<file path="config.mk">
export PLATFORM = sky130hd
export DESIGN_NAME = ms_adpcm_block_decoder_top
export DESIGN_NICKNAME = d
export VERILOG_FILES = /design/src/sv/msadpcm_pkg.sv /design/src/sv/msadpcm_front.sv /design/src/sv/msadpcm_queue.sv /design/src/sv/msadpcm_back.sv /design/src/sv/ms_adpcm_block_decoder_top.sv
export SDC_FILE = /design/constraint.sdc
export NUM_CORES = 2
export LEC_CHECK = 0
export BUFFER_PORTS_ARGS = -buffer_cell sky130_fd_sc_hd__buf_2
export CAP_MARGIN = 25
export CORE_MARGIN = 4
export CORE_UTILIZATION = 60
export DETAILED_ROUTE_END_ITERATION = 8
export GPL_TIMING_DRIVEN = 0
export PLACE_DENSITY = 0.88
export SKIP_CTS_REPAIR_TIMING = 1
export SLEW_MARGIN = 20
export SYNTH_ARGS = -nofsm -noshare
export SYNTH_HDL_FRONTEND = slang
export SYNTH_HIERARCHICAL = 1
export SYNTH_SLANG_ARGS = --single-unit
</file>
<file path="constraint.sdc">
create_clock -name clk_i -period 15.75 [get_ports clk_i]
set_clock_uncertainty 0.05 [all_clocks]
set_input_delay 0 -clock clk_i [delete_from_list [all_inputs] [get_ports clk_i]]
set_output_delay 0 -clock clk_i [all_outputs]
set_load 0.1 [all_outputs]
</file>
<file path="src/sv/msadpcm_pkg.sv">
`default_nettype none
package msadpcm_pkg;

  // Default number of usable predictor coefficient sets.
  localparam int NUM_COEF_SETS_DEF = 7;

  // Command queue between the byte front end and the decode back end.
  localparam int QUEUE_DEPTH = 4;
  localparam int QPTR_W      = $clog2(QUEUE_DEPTH);
  localparam int QCNT_W      = $clog2(QUEUE_DEPTH + 1);

  // Layout codes.
  localparam logic [1:0] LAYOUT_STD    = 2'd0;
  localparam logic [1:0] LAYOUT_REV    = 2'd1;
  localparam logic [1:0] LAYOUT_STEREO = 2'd2;

  // Configuration register indexes.
  localparam logic CFG_ROUNDING = 1'b0;
  localparam logic CFG_LAYOUT   = 1'b1;

  // Header lengths in bytes.
  localparam logic [3:0] HLEN_MONO   = 4'd7;
  localparam logic [3:0] HLEN_STEREO = 4'd14;

  // Work handed from the front end to the back end.
  typedef enum logic [2:0] {
    OP_SET_COEF,
    OP_SET_DELTA,
    OP_SET_NEWER,
    OP_SET_OLDER,
    OP_DECODE
  } op_e;

  typedef struct packed {
    op_e         op;
    logic        ch;
    logic        emit;    // header is complete after this write
    logic        stereo;
    logic        rev;
    logic [15:0] value;   // coefficient index, 16-bit header field or data byte
  } cmd_t;

  typedef enum logic {
    BK_CMD,
    BK_EMIT
  } back_state_e;

  // First predictor coefficient of a set.
  function automatic logic signed [10:0] coef_first(input logic [2:0] idx);
    logic signed [10:0] c;
    case (idx)
      3'd0:    c = 11'sd256;
      3'd1:    c = 11'sd512;
      3'd2:    c = 11'sd0;
      3'd3:    c = 11'sd192;
      3'd4:    c = 11'sd240;
      3'd5:    c = 11'sd460;
      3'd6:    c = 11'sd392;
      default: c = 11'sd256;
    endcase
    return c;
  endfunction

  // Second predictor coefficient of a set.
  function automatic logic signed [10:0] coef_second(input logic [2:0] idx);
    logic signed [10:0] c;
    case (idx)
      3'd0:    c = 11'sd0;
      3'd1:    c = -11'sd256;
      3'd2:    c = 11'sd0;
      3'd3:    c = 11'sd64;
      3'd4:    c = 11'sd0;
      3'd5:    c = -11'sd208;
      3'd6:    c = -11'sd232;
      default: c = 11'sd0;
    endcase
    return c;
  endfunction

  // Step size adaption factor per code, in units of 1/256.
  function automatic logic [9:0] adapt_factor(input logic [3:0] nib);
    logic [9:0] a;
    case (nib)
      4'd4:    a = 10'd307;
      4'd5:    a = 10'd409;
      4'd6:    a = 10'd512;
      4'd7:    a = 10'd614;
      4'd8:    a = 10'd768;
      4'd9:    a = 10'd614;
      4'd10:   a = 10'd512;
      4'd11:   a = 10'd409;
      4'd12:   a = 10'd307;
      default: a = 10'd230;
    endcase
    return a;
  endfunction

endpackage
`default_nettype wire

</file>
<file path="src/sv/msadpcm_front.sv">
`default_nettype none
module msadpcm_front
  import msadpcm_pkg::*;
#(
  parameter int NUM_COEF_SETS = NUM_COEF_SETS_DEF
) (
  input  wire logic       clk_i,
  input  wire logic       rst_ni,
  input  wire logic       in_valid_i,
  output logic            in_stall_o,
  input  wire logic [7:0] data_byte_i,
  input  wire logic       block_start_i,
  input  wire logic [1:0] layout_i,
  input  wire logic       q_full_i,
  output logic            q_push_o,
  output cmd_t            q_cmd_o
);

  logic [3:0] hdr_pos_q, hdr_pos_d;
  logic [7:0] pend_q;

  logic       accept;
  logic       stereo, rev;
  logic [3:0] pos, pos_next, hlen, qoff;
  logic [2:0] fld;
  logic [2:0] coef_idx;
  logic       is_hdr, has_cmd, take_low;
  cmd_t       cmd;

  assign accept     = in_valid_i && !q_full_i;
  assign in_stall_o = q_full_i;

  // Classify the word against the header layout of the current mode.
  always_comb begin
    stereo   = (layout_i == LAYOUT_STEREO);
    rev      = (layout_i == LAYOUT_REV);
    hlen     = stereo ? HLEN_STEREO : HLEN_MONO;
    pos      = block_start_i ? 4'd0 : hdr_pos_q;
    pos_next = pos + 4'd1;
    qoff     = pos - 4'd2;
    fld      = qoff[3:1];
    coef_idx = (data_byte_i >= 8'(NUM_COEF_SETS)) ? 3'd0 : data_byte_i[2:0];
    is_hdr   = (pos < hlen);
    has_cmd  = 1'b1;
    take_low = 1'b0;

    cmd        = '0;
    cmd.op     = OP_DECODE;
    cmd.stereo = stereo;
    cmd.rev    = rev;
    cmd.value  = {8'h00, data_byte_i};

    if (is_hdr) begin
      cmd.emit = (pos_next == hlen);
      if (stereo) begin
        if (pos < 4'd2) begin
          cmd.op    = OP_SET_COEF;
          cmd.ch    = pos[0];
          cmd.value = {13'd0, coef_idx};
        end else begin
          cmd.ch = fld[0];
          if (!qoff[0]) begin
            has_cmd  = 1'b0;
            take_low = 1'b1;
          end else begin
            cmd.value = {data_byte_i, pend_q};
            if (fld < 3'd2) begin
              cmd.op = OP_SET_DELTA;
            end else if (fld < 3'd4) begin
              cmd.op = OP_SET_NEWER;
            end else begin
              cmd.op = OP_SET_OLDER;
            end
          end
        end
      end else begin
        if (pos == 4'd0) begin
          cmd.op    = OP_SET_COEF;
          cmd.value = {13'd0, coef_idx};
        end else if (pos[0]) begin
          has_cmd  = 1'b0;
          take_low = 1'b1;
        end else begin
          cmd.value = {data_byte_i, pend_q};
          if (pos == 4'd2) begin
            cmd.op = OP_SET_DELTA;
          end else if ((pos == 4'd4) != rev) begin
            cmd.op = OP_SET_NEWER;
          end else begin
            cmd.op = OP_SET_OLDER;
          end
        end
      end
    end

    hdr_pos_d = is_hdr ? pos_next : pos;
  end

  assign q_push_o = accept && has_cmd;
  assign q_cmd_o  = cmd;

  // Header position and the pending low byte of a 16-bit field.
  always_ff @(posedge clk_i or negedge rst_ni) begin
    if (!rst_ni) begin
      hdr_pos_q <= '0;
      pend_q    <= '0;
    end else if (accept) begin
      hdr_pos_q <= hdr_pos_d;
      if (take_low) begin
        pend_q <= data_byte_i;
      end
    end
  end

endmodule
`default_nettype wire

</file>
<file path="src/sv/msadpcm_queue.sv">
`default_nettype none
module msadpcm_queue
  import msadpcm_pkg::*;
(
  input  wire logic              clk_i,
  input  wire logic              rst_ni,
  input  wire logic              push_i,
  input  wire cmd_t              cmd_i,
  input  wire logic              pop_i,
  output logic                   full_o,
  output logic                   vld_o,
  output cmd_t                   head_o,
  output logic [QCNT_W-1:0]      count_o
);

  cmd_t              mem_q [QUEUE_DEPTH];
  logic [QPTR_W-1:0] wr_ptr_q, rd_ptr_q;
  logic [QCNT_W-1:0] cnt_q;

  assign full_o  = (cnt_q == QCNT_W'(QUEUE_DEPTH));
  assign vld_o   = (cnt_q != '0);
  assign head_o  = mem_q[rd_ptr_q];
  assign count_o = cnt_q;

  // Pointers and fill count.
  always_ff @(posedge clk_i or negedge rst_ni) begin
    if (!rst_ni) begin
      wr_ptr_q <= '0;
      rd_ptr_q <= '0;
      cnt_q    <= '0;
    end else begin
      if (push_i) begin
        wr_ptr_q <= (wr_ptr_q == QPTR_W'(QUEUE_DEPTH - 1)) ? '0 : wr_ptr_q + 1'b1;
      end
      if (pop_i) begin
        rd_ptr_q <= (rd_ptr_q == QPTR_W'(QUEUE_DEPTH - 1)) ? '0 : rd_ptr_q + 1'b1;
      end
      if (push_i && !pop_i) begin
        cnt_q <= cnt_q + 1'b1;
      end else if (pop_i && !push_i) begin
        cnt_q <= cnt_q - 1'b1;
      end
    end
  end

  // Entry storage.
  always_ff @(posedge clk_i) begin
    if (push_i) begin
      mem_q[wr_ptr_q] <= cmd_i;
    end
  end

endmodule
`default_nettype wire

</file>
<file path="src/sv/msadpcm_back.sv">
`default_nettype none
module msadpcm_back
  import msadpcm_pkg::*;
(
  input  wire logic               clk_i,
  input  wire logic               rst_ni,
  input  wire logic               rounding_i,
  input  wire logic               head_vld_i,
  input  wire cmd_t               head_i,
  output logic                    pop_o,
  output logic                    out_valid_o,
  input  wire logic               out_stall_i,
  output logic signed [15:0]      sample_o,
  output logic                    channel_o,
  output logic                    last_o
);

  // Per-channel decoder state.
  logic signed [15:0] newer_q [2];
  logic signed [15:0] older_q [2];
  logic signed [31:0] delta_q [2];
  logic signed [10:0] c1_q    [2];
  logic signed [10:0] c2_q    [2];

  back_state_e state_q, state_d;
  logic [1:0]  step_q, step_d;
  logic        em_stereo_q, em_stereo_d;

  logic               out_vld_q;
  logic signed [15:0] sample_q;
  logic               chan_q, last_q;

  logic               ld_ok, do_dec, do_wr, load_out;
  logic               dch, em_ch, em_newer, em_last, sel_ch, use_hi;
  logic [3:0]         nib;
  logic signed [3:0]  code;
  logic signed [15:0] hn, ho, s_new, em_sample, out_sample;
  logic signed [31:0] dl, d_new;
  logic signed [10:0] k1, k2, adf;
  logic signed [27:0] pa, pb, psum, pscl;
  logic signed [36:0] cd, ssum;
  logic signed [42:0] ad, dscl;
  logic               out_chan, out_last;

  assign ld_ok = !out_vld_q || !out_stall_i;

  // Header sample emission order: older before newer, left before right.
  always_comb begin
    em_ch    = em_stereo_q ? step_q[0] : 1'b0;
    em_newer = em_stereo_q ? step_q[1] : step_q[0];
    em_last  = em_stereo_q ? (step_q == 2'd3) : (step_q == 2'd1);
    dch      = head_i.stereo ? step_q[0] : 1'b0;
    sel_ch   = (state_q == BK_EMIT) ? em_ch : dch;
    use_hi   = (head_i.stereo || !head_i.rev) ^ step_q[0];
    nib      = use_hi ? head_i.value[7:4] : head_i.value[3:0];
    code     = signed'(nib);
  end

  assign hn = newer_q[sel_ch];
  assign ho = older_q[sel_ch];
  assign dl = delta_q[sel_ch];
  assign k1 = c1_q[sel_ch];
  assign k2 = c2_q[sel_ch];
  assign em_sample = em_newer ? hn : ho;

  // One nibble: two-tap prediction, step scaling and delta adaption.
  always_comb begin
    pa   = 28'(hn) * 28'(k1);
    pb   = 28'(ho) * 28'(k2);
    psum = pa + pb;
    pscl = (psum + ((rounding_i && psum[27]) ? 28'sd255 : 28'sd0)) >>> 8;
    cd   = 37'(code) * 37'(dl);
    ssum = 37'(pscl) + cd;
    if (ssum > 37'sd32767) begin
      s_new = 16'sh7fff;
    end else if (ssum < -37'sd32768) begin
      s_new = 16'sh8000;
    end else begin
      s_new = ssum[15:0];
    end

    adf  = signed'({1'b0, adapt_factor(nib)});
    ad   = 43'(adf) * 43'(dl);
    dscl = (ad + ((rounding_i && ad[42]) ? 43'sd255 : 43'sd0)) >>> 8;
    if (dscl < 43'sd16) begin
      d_new = 32'sd16;
    end else if (dscl > 43'sd2147483647) begin
      d_new = 32'sh7fffffff;
    end else begin
      d_new = dscl[31:0];
    end
  end

  // Sequencer over queued commands and header sample emission.
  always_comb begin
    state_d     = state_q;
    step_d      = step_q;
    em_stereo_d = em_stereo_q;
    pop_o       = 1'b0;
    do_dec      = 1'b0;
    do_wr       = 1'b0;
    load_out    = 1'b0;
    case (state_q)
      BK_CMD: begin
        if (head_vld_i) begin
          if (head_i.op == OP_DECODE) begin
            if (ld_ok) begin
              do_dec   = 1'b1;
              load_out = 1'b1;
              if (step_q[0]) begin
                pop_o  = 1'b1;
                step_d = 2'd0;
              end else begin
                step_d = 2'd1;
              end
            end
          end else begin
            do_wr = 1'b1;
            pop_o = 1'b1;
            if (head_i.emit) begin
              state_d     = BK_EMIT;
              step_d      = 2'd0;
              em_stereo_d = head_i.stereo;
            end
          end
        end
      end
      BK_EMIT: begin
        if (ld_ok) begin
          load_out = 1'b1;
          if (em_last) begin
            state_d = BK_CMD;
            step_d  = 2'd0;
          end else begin
            step_d = step_q + 2'd1;
          end
        end
      end
      default: begin
        state_d = BK_CMD;
        step_d  = 2'd0;
      end
    endcase
  end

  always_comb begin
    if (state_q == BK_EMIT) begin
      out_sample = em_sample;
      out_chan   = em_ch;
      out_last   = em_last;
    end else begin
      out_sample = s_new;
      out_chan   = dch;
      out_last   = step_q[0];
    end
  end

  // Sequencer registers and output valid.
  always_ff @(posedge clk_i or negedge rst_ni) begin
    if (!rst_ni) begin
      state_q     <= BK_CMD;
      step_q      <= '0;
      em_stereo_q <= 1'b0;
      out_vld_q   <= 1'b0;
    end else begin
      state_q     <= state_d;
      step_q      <= step_d;
      em_stereo_q <= em_stereo_d;
      if (load_out) begin
        out_vld_q <= 1'b1;
      end else if (!out_stall_i) begin
        out_vld_q <= 1'b0;
      end
    end
  end

  // Output word.
  always_ff @(posedge clk_i) begin
    if (load_out) begin
      sample_q <= out_sample;
      chan_q   <= out_chan;
      last_q   <= out_last;
    end
  end

  // Channel state: header field writes and per-nibble updates.
  always_ff @(posedge clk_i or negedge rst_ni) begin
    if (!rst_ni) begin
      for (int i = 0; i < 2; i++) begin
        newer_q[i] <= '0;
        older_q[i] <= '0;
        delta_q[i] <= '0;
        c1_q[i]    <= '0;
        c2_q[i]    <= '0;
      end
    end else if (do_dec) begin
      older_q[dch] <= hn;
      newer_q[dch] <= s_new;
      delta_q[dch] <= d_new;
    end else if (do_wr) begin
      case (head_i.op)
        OP_SET_COEF: begin
          c1_q[head_i.ch] <= coef_first(head_i.value[2:0]);
          c2_q[head_i.ch] <= coef_second(head_i.value[2:0]);
        end
        OP_SET_DELTA: delta_q[head_i.ch] <= 32'(signed'(head_i.value));
        OP_SET_NEWER: newer_q[head_i.ch] <= signed'(head_i.value);
        OP_SET_OLDER: older_q[head_i.ch] <= signed'(head_i.value);
        default: ;
      endcase
    end
  end

  assign out_valid_o = out_vld_q;
  assign sample_o    = sample_q;
  assign channel_o   = chan_q;
  assign last_o      = last_q;

endmodule
`default_nettype wire

</file>
<file path="src/sv/ms_adpcm_block_decoder_top.sv">
`default_nettype none
// Channel   Direction  Handshake                 Word
// input     in         in_valid_i / in_stall_o   data_byte_i, block_start_i
// output    out        out_valid_o / out_stall_i sample_o, channel_o, last_o
// config    in         cfg_we_i                  cfg_idx_i, cfg_data_i
//
// The back end decodes a data byte one nibble at a time, since each
// nibble runs through the single prediction and adaption datapath.
// After the final header byte, the back end emits the header samples, two
// (mono) or four (stereo), one per output word.
// Reset clears all state but the queue entries and the output word; no
// clearing pass is needed. A four-entry command queue lets the byte side
// run ahead while the output stalls; input stalls only when it is full.
module ms_adpcm_block_decoder_top
  import msadpcm_pkg::*;
#(
  parameter int NUM_COEF_SETS = NUM_COEF_SETS_DEF
) (
  input  wire logic              clk_i,
  input  wire logic              rst_ni,
  input  wire logic              in_valid_i,
  output logic                   in_stall_o,
  input  wire logic [7:0]        data_byte_i,
  input  wire logic              block_start_i,
  output logic                   out_valid_o,
  input  wire logic              out_stall_i,
  output logic signed [15:0]     sample_o,
  output logic                   channel_o,
  output logic                   last_o,
  input  wire logic              cfg_we_i,
  input  wire logic              cfg_idx_i,
  input  wire logic [1:0]        cfg_data_i
);

  logic              rounding_q;
  logic [1:0]        layout_q;
  logic              q_push, q_pop, q_full, q_vld;
  cmd_t              q_cmd, q_head;
  logic [QCNT_W-1:0] q_count;

  // Configuration registers.
  always_ff @(posedge clk_i or negedge rst_ni) begin
    if (!rst_ni) begin
      rounding_q <= 1'b0;
      layout_q   <= LAYOUT_STD;
    end else if (cfg_we_i) begin
      case (cfg_idx_i)
        CFG_ROUNDING: rounding_q <= cfg_data_i[0];
        CFG_LAYOUT:   layout_q   <= cfg_data_i;
        default: ;
      endcase
    end
  end

  msadpcm_front #(
    .NUM_COEF_SETS(NUM_COEF_SETS)
  ) u_front (
    .clk_i         (clk_i),
    .rst_ni        (rst_ni),
    .in_valid_i    (in_valid_i),
    .in_stall_o    (in_stall_o),
    .data_byte_i   (data_byte_i),
    .block_start_i (block_start_i),
    .layout_i      (layout_q),
    .q_full_i      (q_full),
    .q_push_o      (q_push),
    .q_cmd_o       (q_cmd)
  );

  msadpcm_queue u_queue (
    .clk_i   (clk_i),
    .rst_ni  (rst_ni),
    .push_i  (q_push),
    .cmd_i   (q_cmd),
    .pop_i   (q_pop),
    .full_o  (q_full),
    .vld_o   (q_vld),
    .head_o  (q_head),
    .count_o (q_count)
  );

  msadpcm_back u_back (
    .clk_i       (clk_i),
    .rst_ni      (rst_ni),
    .rounding_i  (rounding_q),
    .head_vld_i  (q_vld),
    .head_i      (q_head),
    .pop_o       (q_pop),
    .out_valid_o (out_valid_o),
    .out_stall_i (out_stall_i),
    .sample_o    (sample_o),
    .channel_o   (channel_o),
    .last_o      (last_o)
  );

  // The front end never writes into a full queue.
  a_push_room: assert property (@(posedge clk_i) disable iff (!rst_ni)
    q_push |-> !q_full)
    else $error("command pushed into a full queue");

  // The back end only retires a command that is present.
  a_pop_head: assert property (@(posedge clk_i) disable iff (!rst_ni)
    q_pop |-> q_vld)
    else $error("command popped from an empty queue");

  // A push without a pop grows the queue by exactly one entry.
  a_count_up: assert property (@(posedge clk_i) disable iff (!rst_ni)
    (q_push && !q_pop) |=> (q_count == $past(q_count) + 1'b1))
    else $error("queue fill count out of step with pushes");

endmodule
`default_nettype wire
</file>
==> Yosys cells after proc, flatten, opt, wreduce, memory -nomap -nowiden <==
Memories as Yosys holds them, arrays and structs flattened.
Index checks and enable logic that the tools add are counted.
{ "op_classes": {"addsub": 11, "mul": 4, "magnitude_cmp": 14, "eq_ne": 26, "muxes": 133, "n_bitwise": 8, "n_reduce_logical": 33} }
{ "ops": {"columns": ["op", "n"], "rows": [
  ["32-bit two-way mux", 13],
  ["16-bit two-way mux", 18],
  ["64-bit two-way mux", 3],
  ["11-bit two-way mux", 13],
  ["32-bit bitwise mux", 4],
  ["64-bit bitwise mux", 2],
  ["32-bit demux with 1-bit select", 2],
  ["10-bit case mux with 6 select lines", 1],
  ["16-bit by 11-bit multiplier with 27-bit output", 2],
  ["22-bit bitwise mux", 2],
  ["11-bit case mux with 4 select lines", 1],
  ["43-bit by 9-bit adder with 43-bit output", 1],
  ["11-bit by 32-bit multiplier with 43-bit output", 1],
  ["1-bit two-way mux", 43],
  ["20-bit by 36-bit adder with 37-bit output", 1],
  ["37-bit by 16-bit > comparator with 1-bit output (second input constant)", 1],
  ["37-bit by 16-bit < comparator with 1-bit output (second input constant)", 1],
  ["4-bit by 32-bit multiplier with 36-bit output", 1],
  ["35-bit by 32-bit > comparator with 1-bit output (second input constant)", 1],
  ["35-bit by 6-bit < comparator with 1-bit output (second input constant)", 1],
  ["16-bit demux with 1-bit select", 2],
  ["28-bit adder", 1],
  ["28-bit by 9-bit adder with 28-bit output", 1],
  ["3-bit two-way mux", 9],
  ["44 further kinds", 104]
]} }
{ "totals": {"reg_bits": 217, "ram_bits": 92, "mem_bits_ro": 160, "inputBits": 17, "output_inout_bits": 20, "word_cells": 255, "n_memories": 2} }
{ "mem_list": {"columns": ["memory", "words", "width", "rd", "rd_clocked_by_memory_dff", "write_ports", "line", "rtl"], "rows": [
  ["(no name shown)", 16, 10, 1, 0, 0, "msadpcm_pkg.sv:83", "case (nib)"],
  ["u_queue.mem_q", 4, 23, 1, 0, 1, "msadpcm_queue.sv:16", "cmd_t mem_q [QUEUE_DEPTH];"]
]} }

==> Longest topological paths before layout <==
An unclocked memory read counts as a cell.
{ "depth": {"ltp_word": 18, "depth_mapped": 65, "depth_no_buf": 59} }

==> By module <==
Netlist, hierarchy kept.
{ "modules_own_cells": {"columns": ["mod", "n_inst", "cells_per_inst", "area_each_um2", "seq_area_each_um2"], "rows": [
  ["msadpcm_back", 1, 4448, 37876.3, 4469.3],
  ["msadpcm_queue", 1, 158, 3778.6, 2937.8],
  ["msadpcm_front", 1, 127, 1181.1, 300.3],
  ["ms_adpcm_block_decoder_top", 1, 8, 122.6, 75.1]
]} }

==> Worst setup path after synthesis <==
Ideal clock, no wire load.
{ "synth_path": {"path_kind": "register to register", "startpoint": "register u_queue.rd_ptr_q[0]", "endpoint": "register u_back.sample_q[4], in the netlist u_back/sample_o[4], data pin", "setup_time_ns": 0.161, "arrival_ns": 15.954, "t_required_ns": 15.539, "path_slack_ns": -0.416, "stages_incl_launch_ff": 65, "path_buffers": 8, "period_less_slack_ns": 16.166, "path_cell_list": "dfrtp_1 buf_6 buf_12 mux4_2 mux2_2 nand2_1 buf_1 buf_1 mux2i_1 clkbuf_1 nor2_1 ha_1 inv_1 fa_1 inv_1 ha_1 inv_1 fa_1 [... 29 more ...] fa_1 inv_1 ha_1 a21o_1 a21o_1 a21o_1 a221o_1 and2_1 o21a_1 or3b_2 xor2_1 o2111ai_1 or4_1 o21ai_0 buf_2 buf_2 nand2_1 a22oi_1"} }
{ "synth_lines": {"columns": ["item", "line", "rtl"], "rows": [
  ["from (decl)", "msadpcm_queue.sv:17", "logic [QPTR_W-1:0] wr_ptr_q, rd_ptr_q;"],
  ["from (signal assigned)", "msadpcm_queue.sv:36", "rd_ptr_q <= (rd_ptr_q == QPTR_W'(QUEUE_DEPTH - 1)) ? '0 : rd_ptr_q + 1'b1;"],
  ["to (signal assigned)", "msadpcm_back.sv:180", "sample_q <= out_sample;"],
  ["to (decl)", "msadpcm_back.sv:30", "logic signed [15:0] sample_q;"]
]} }

==> results.md <==
- Run status: finished with violations
- Failing checks: setup timing
- Post-synth top area cell: fa_1
- Filler cells: 4931
- Relative slew margins: 19.8%
- DRC: 0
- Maximum clock rate: 0.0624 GHz
- Final Setup Violations: 28
- Max-cap violations: 0
- Final non-filler cell area: 0.0484 sq mm
- Clock Latency Late Sink: 0.59 ns
- Hold WS: 0.0184 ns
- Clock Sinks: 289
- GRT Total Usage: 33.0%
- Starting Density: 60.9%
- CTS tree: yes
- Fraction of layout cells with a size suffix above 1: 11.9%
- Row count: 97
- Sequential share of the synthesized area: 18.1%
- CTS Buf Count: 28
- CP Class: flip-flop to flip-flop
- Max Root-Sink Buffers: 3
- Placed Area: 0.0445 sq mm
- Net Count, Synth: 5710
- Worst Path Arrival: 16.45 ns
- Initial antenna violation count: 6
- DR iter-0 viols: 5423
- DIE AREA: 0.0759 sq mm
- Number of synthesized flops with an enable pin: 110
- Reg area: 0.00778 sq mm
- Crit path launch type: flip-flop
- Critical Path RT: 16.17 ns
- Reg2Reg Depth: 56
- DP HPWL: 104000 um
- Gr ovfl total: 0
- Fin crit period: 16.03 ns
- Syn Area/Cell: 9.06 sq um
- First-pass GRT wire length: 196000 um
- Hold Fails Final Rpt: 0
- Cell Area, Synth: 0.0430 sq mm
- Largest net degree at the start of global routing: 97
- DR vias: 37868
- Routed WL: 139000 um
- PnR worst setup slack: -0.279 ns
- # port buffers: 36
- Top-count cell post-synth: inv_1
- R2r setup slk: -0.28 ns
- CP max FO: 8
- Yosys synthesis warning count: 6
- Multi-input combinational cell area: 0.0323 sq mm
- Final Wtd Congestion: 1.02
- I/O Pins: 37
- Largest stage delay, worst path: 0.61 ns
- Final period util: 102%
- Post-DRT Antenna Nets: 0
- Reg-to-reg startpoint: u_queue/rd_ptr_q[0]$_DFFE_PN0P_
- Flop and latch count out of synthesis: 289
- Post-synth top flop: dfrtp_1
- Total core area: 0.0705 sq mm
- Least-Margin Pin Slew: 1.20 ns
- Root Driver: clkbuf_16
- Synth top area share: 28.1%
- Pre-antenna DRT Iters: 8
- Die width: 276 um
- Worst r2r dst: u_back/newer_q[17]$_DFFE_PN0P_
- Vias in the first global route: 36133
- Fin. max-slew vios: 0
- Worst Setup End Kind: flip-flop
- Clock transition at path regs: 0.07 ns
- Die height: 276 um
- Fraction of registers with async set/reset: 61.9%
- Final #Nets: 5936
- CP max-delay cell: mux2i_4
- Min-delay worst type: input port to async pin
- Area Growth Syn to Fin: 12.7%
- Wirelength per Cell: 23.4 um
- Synthesized instance count: 4741
- Netlist cell types: 117
- Synth area leaders: fa_1, dfrtp_1, ha_1
- Routed vias/inst: 6.38
- CP dominant cell by count: fa_1
- Commonest cells in the netlist: inv_1, fa_1, nor2_1
- CTS H-tree depth: 1
## stage by stage
| step | setup slack [ns] | TNS [ns] | utilization (%) | std cells |
|---|---|---|---|---|
| floorplan | 0.0410 | 0 | - | 4741 |
| CTS | -4.32 | -192.48 | 64.4 | 5779 |
| global route | -0.684 | -21.25 | 68.6 | 5929 |
| detailed placement | -4.25 | -188.86 | 63.1 | 5727 |
| finish | -0.279 | -3.10 | 68.7 | 5937 |
| global placement | -4.20 | -183.85 | 62.9 | 5717 |
## how the worst max path moves through the flow
stage / from / endpoint / slack, ns / cells after the start
3_5_place_dp: u_queue/rd_ptr_q[0]$_DFFE_PN0P_ / u_back/sample_o[12]$_DFFE_PP_ / -4.25 / 58
5_1_grt: u_queue/rd_ptr_q[0]$_DFFE_PN0P_ / u_back/sample_o[1]$_DFFE_PP_ / -0.68 / 55
2_1_floorplan: u_queue/rd_ptr_q[0]$_DFFE_PN0P_ / u_back/sample_o[4]$_DFFE_PP_ / 0.04 / 60
6_report: u_queue/rd_ptr_q[0]$_DFFE_PN0P_ / u_back/newer_q[17]$_DFFE_PN0P_ / -0.28 / 56
4_1_cts: u_queue/rd_ptr_q[0]$_DFFE_PN0P_ / u_back/sample_o[12]$_DFFE_PP_ / -4.32 / 58
3_3_place_gp: u_queue/rd_ptr_q[0]$_DFFE_PN0P_ / u_back/sample_o[11]$_DFFE_PP_ / -4.20 / 60
## logic make-up after synthesis
family / Yosys count / share of synthesized area (%)
compound gates: 730 / 11.5
xor+xnor: 142 / 2.97
fa+ha+maj: 953 / 38.3
buf+inv: 1074 / 9.68
flops: 289 / 18.1
mux: 167 / 4.74
simple gates: 1386 / 14.6
## critical path, delay by kind of cell, from the launching register on
family | cells | cell delay (ns)
DFF | 1 | 0.37
xor gates and xnor gates | 3 | 0.56
AOI/OAI and AO/OA | 11 | 2.75
and+or+nand+nor | 13 | 3.45
buffers and inverters | 13 | 1.49
muxes | 3 | 1.53
adders and majority gates | 13 | 5.66
## per-layer routing
metal,vias to the layer above,GRT usage (%),part of all wire (%)
li1,15876,-,-
met2,2803,53.1,45
met5,-,0,0
met3,808,7.13,12
met1,18381,43.9,36
met4,0,13.9,6.8
## sequential cells by signal, summed over array words and instances, names as in the netlist, 3 cells and up
signal,flops
u_queue/mem_q,92
u_back/delta_q,64
u_back/newer_q,32
u_back/older_q,32
u_back/sample_o,16
u_back/c1_q,14
u_back/c2_q,10
u_front/pend_q,8
u_front/hdr_pos_q,4
u_queue/count_o,3
## area by class of cell
class                      instances  area share, %
multi-input combinational       3378           66.8
tap                              940           2.43
antenna                            8         0.0414
timing repair buffer             201           3.69
sequential                       289           16.1
buffer                           155           2.00
clock buffer                      34           1.54
inverter                         914           7.11
clock inverter                    18          0.326
## placed cells by master (no fill, tap or decap), drive strengths merged, types with 21 or more instances in the layout
cell	synthesis	layout
xnor2	94	94
and3	22	22
nor3	59	59
o211ai	24	24
nand3	49	49
inv	912	915
ha	348	348
mux4	23	23
dfrtp	179	179
a31oi	36	36
nor4	26	26
xor2	47	47
o21a	22	22
clkbuf	118	135
nor2	518	518
o21ai	194	194
mux2	43	43
a22oi	36	36
and2	52	52
nand2	476	476
a211oi	33	33
mux2i	101	101
a21o	56	56
or2	21	21
edfxtp	110	110
nor2b	21	21
buf	42	237
nand4	28	28
nand2b	43	43
fa	604	604
a21oi	147	147
Power is not shown: default switching activity piles up to over one toggle a cycle in this logic, so the estimate is an artifact.
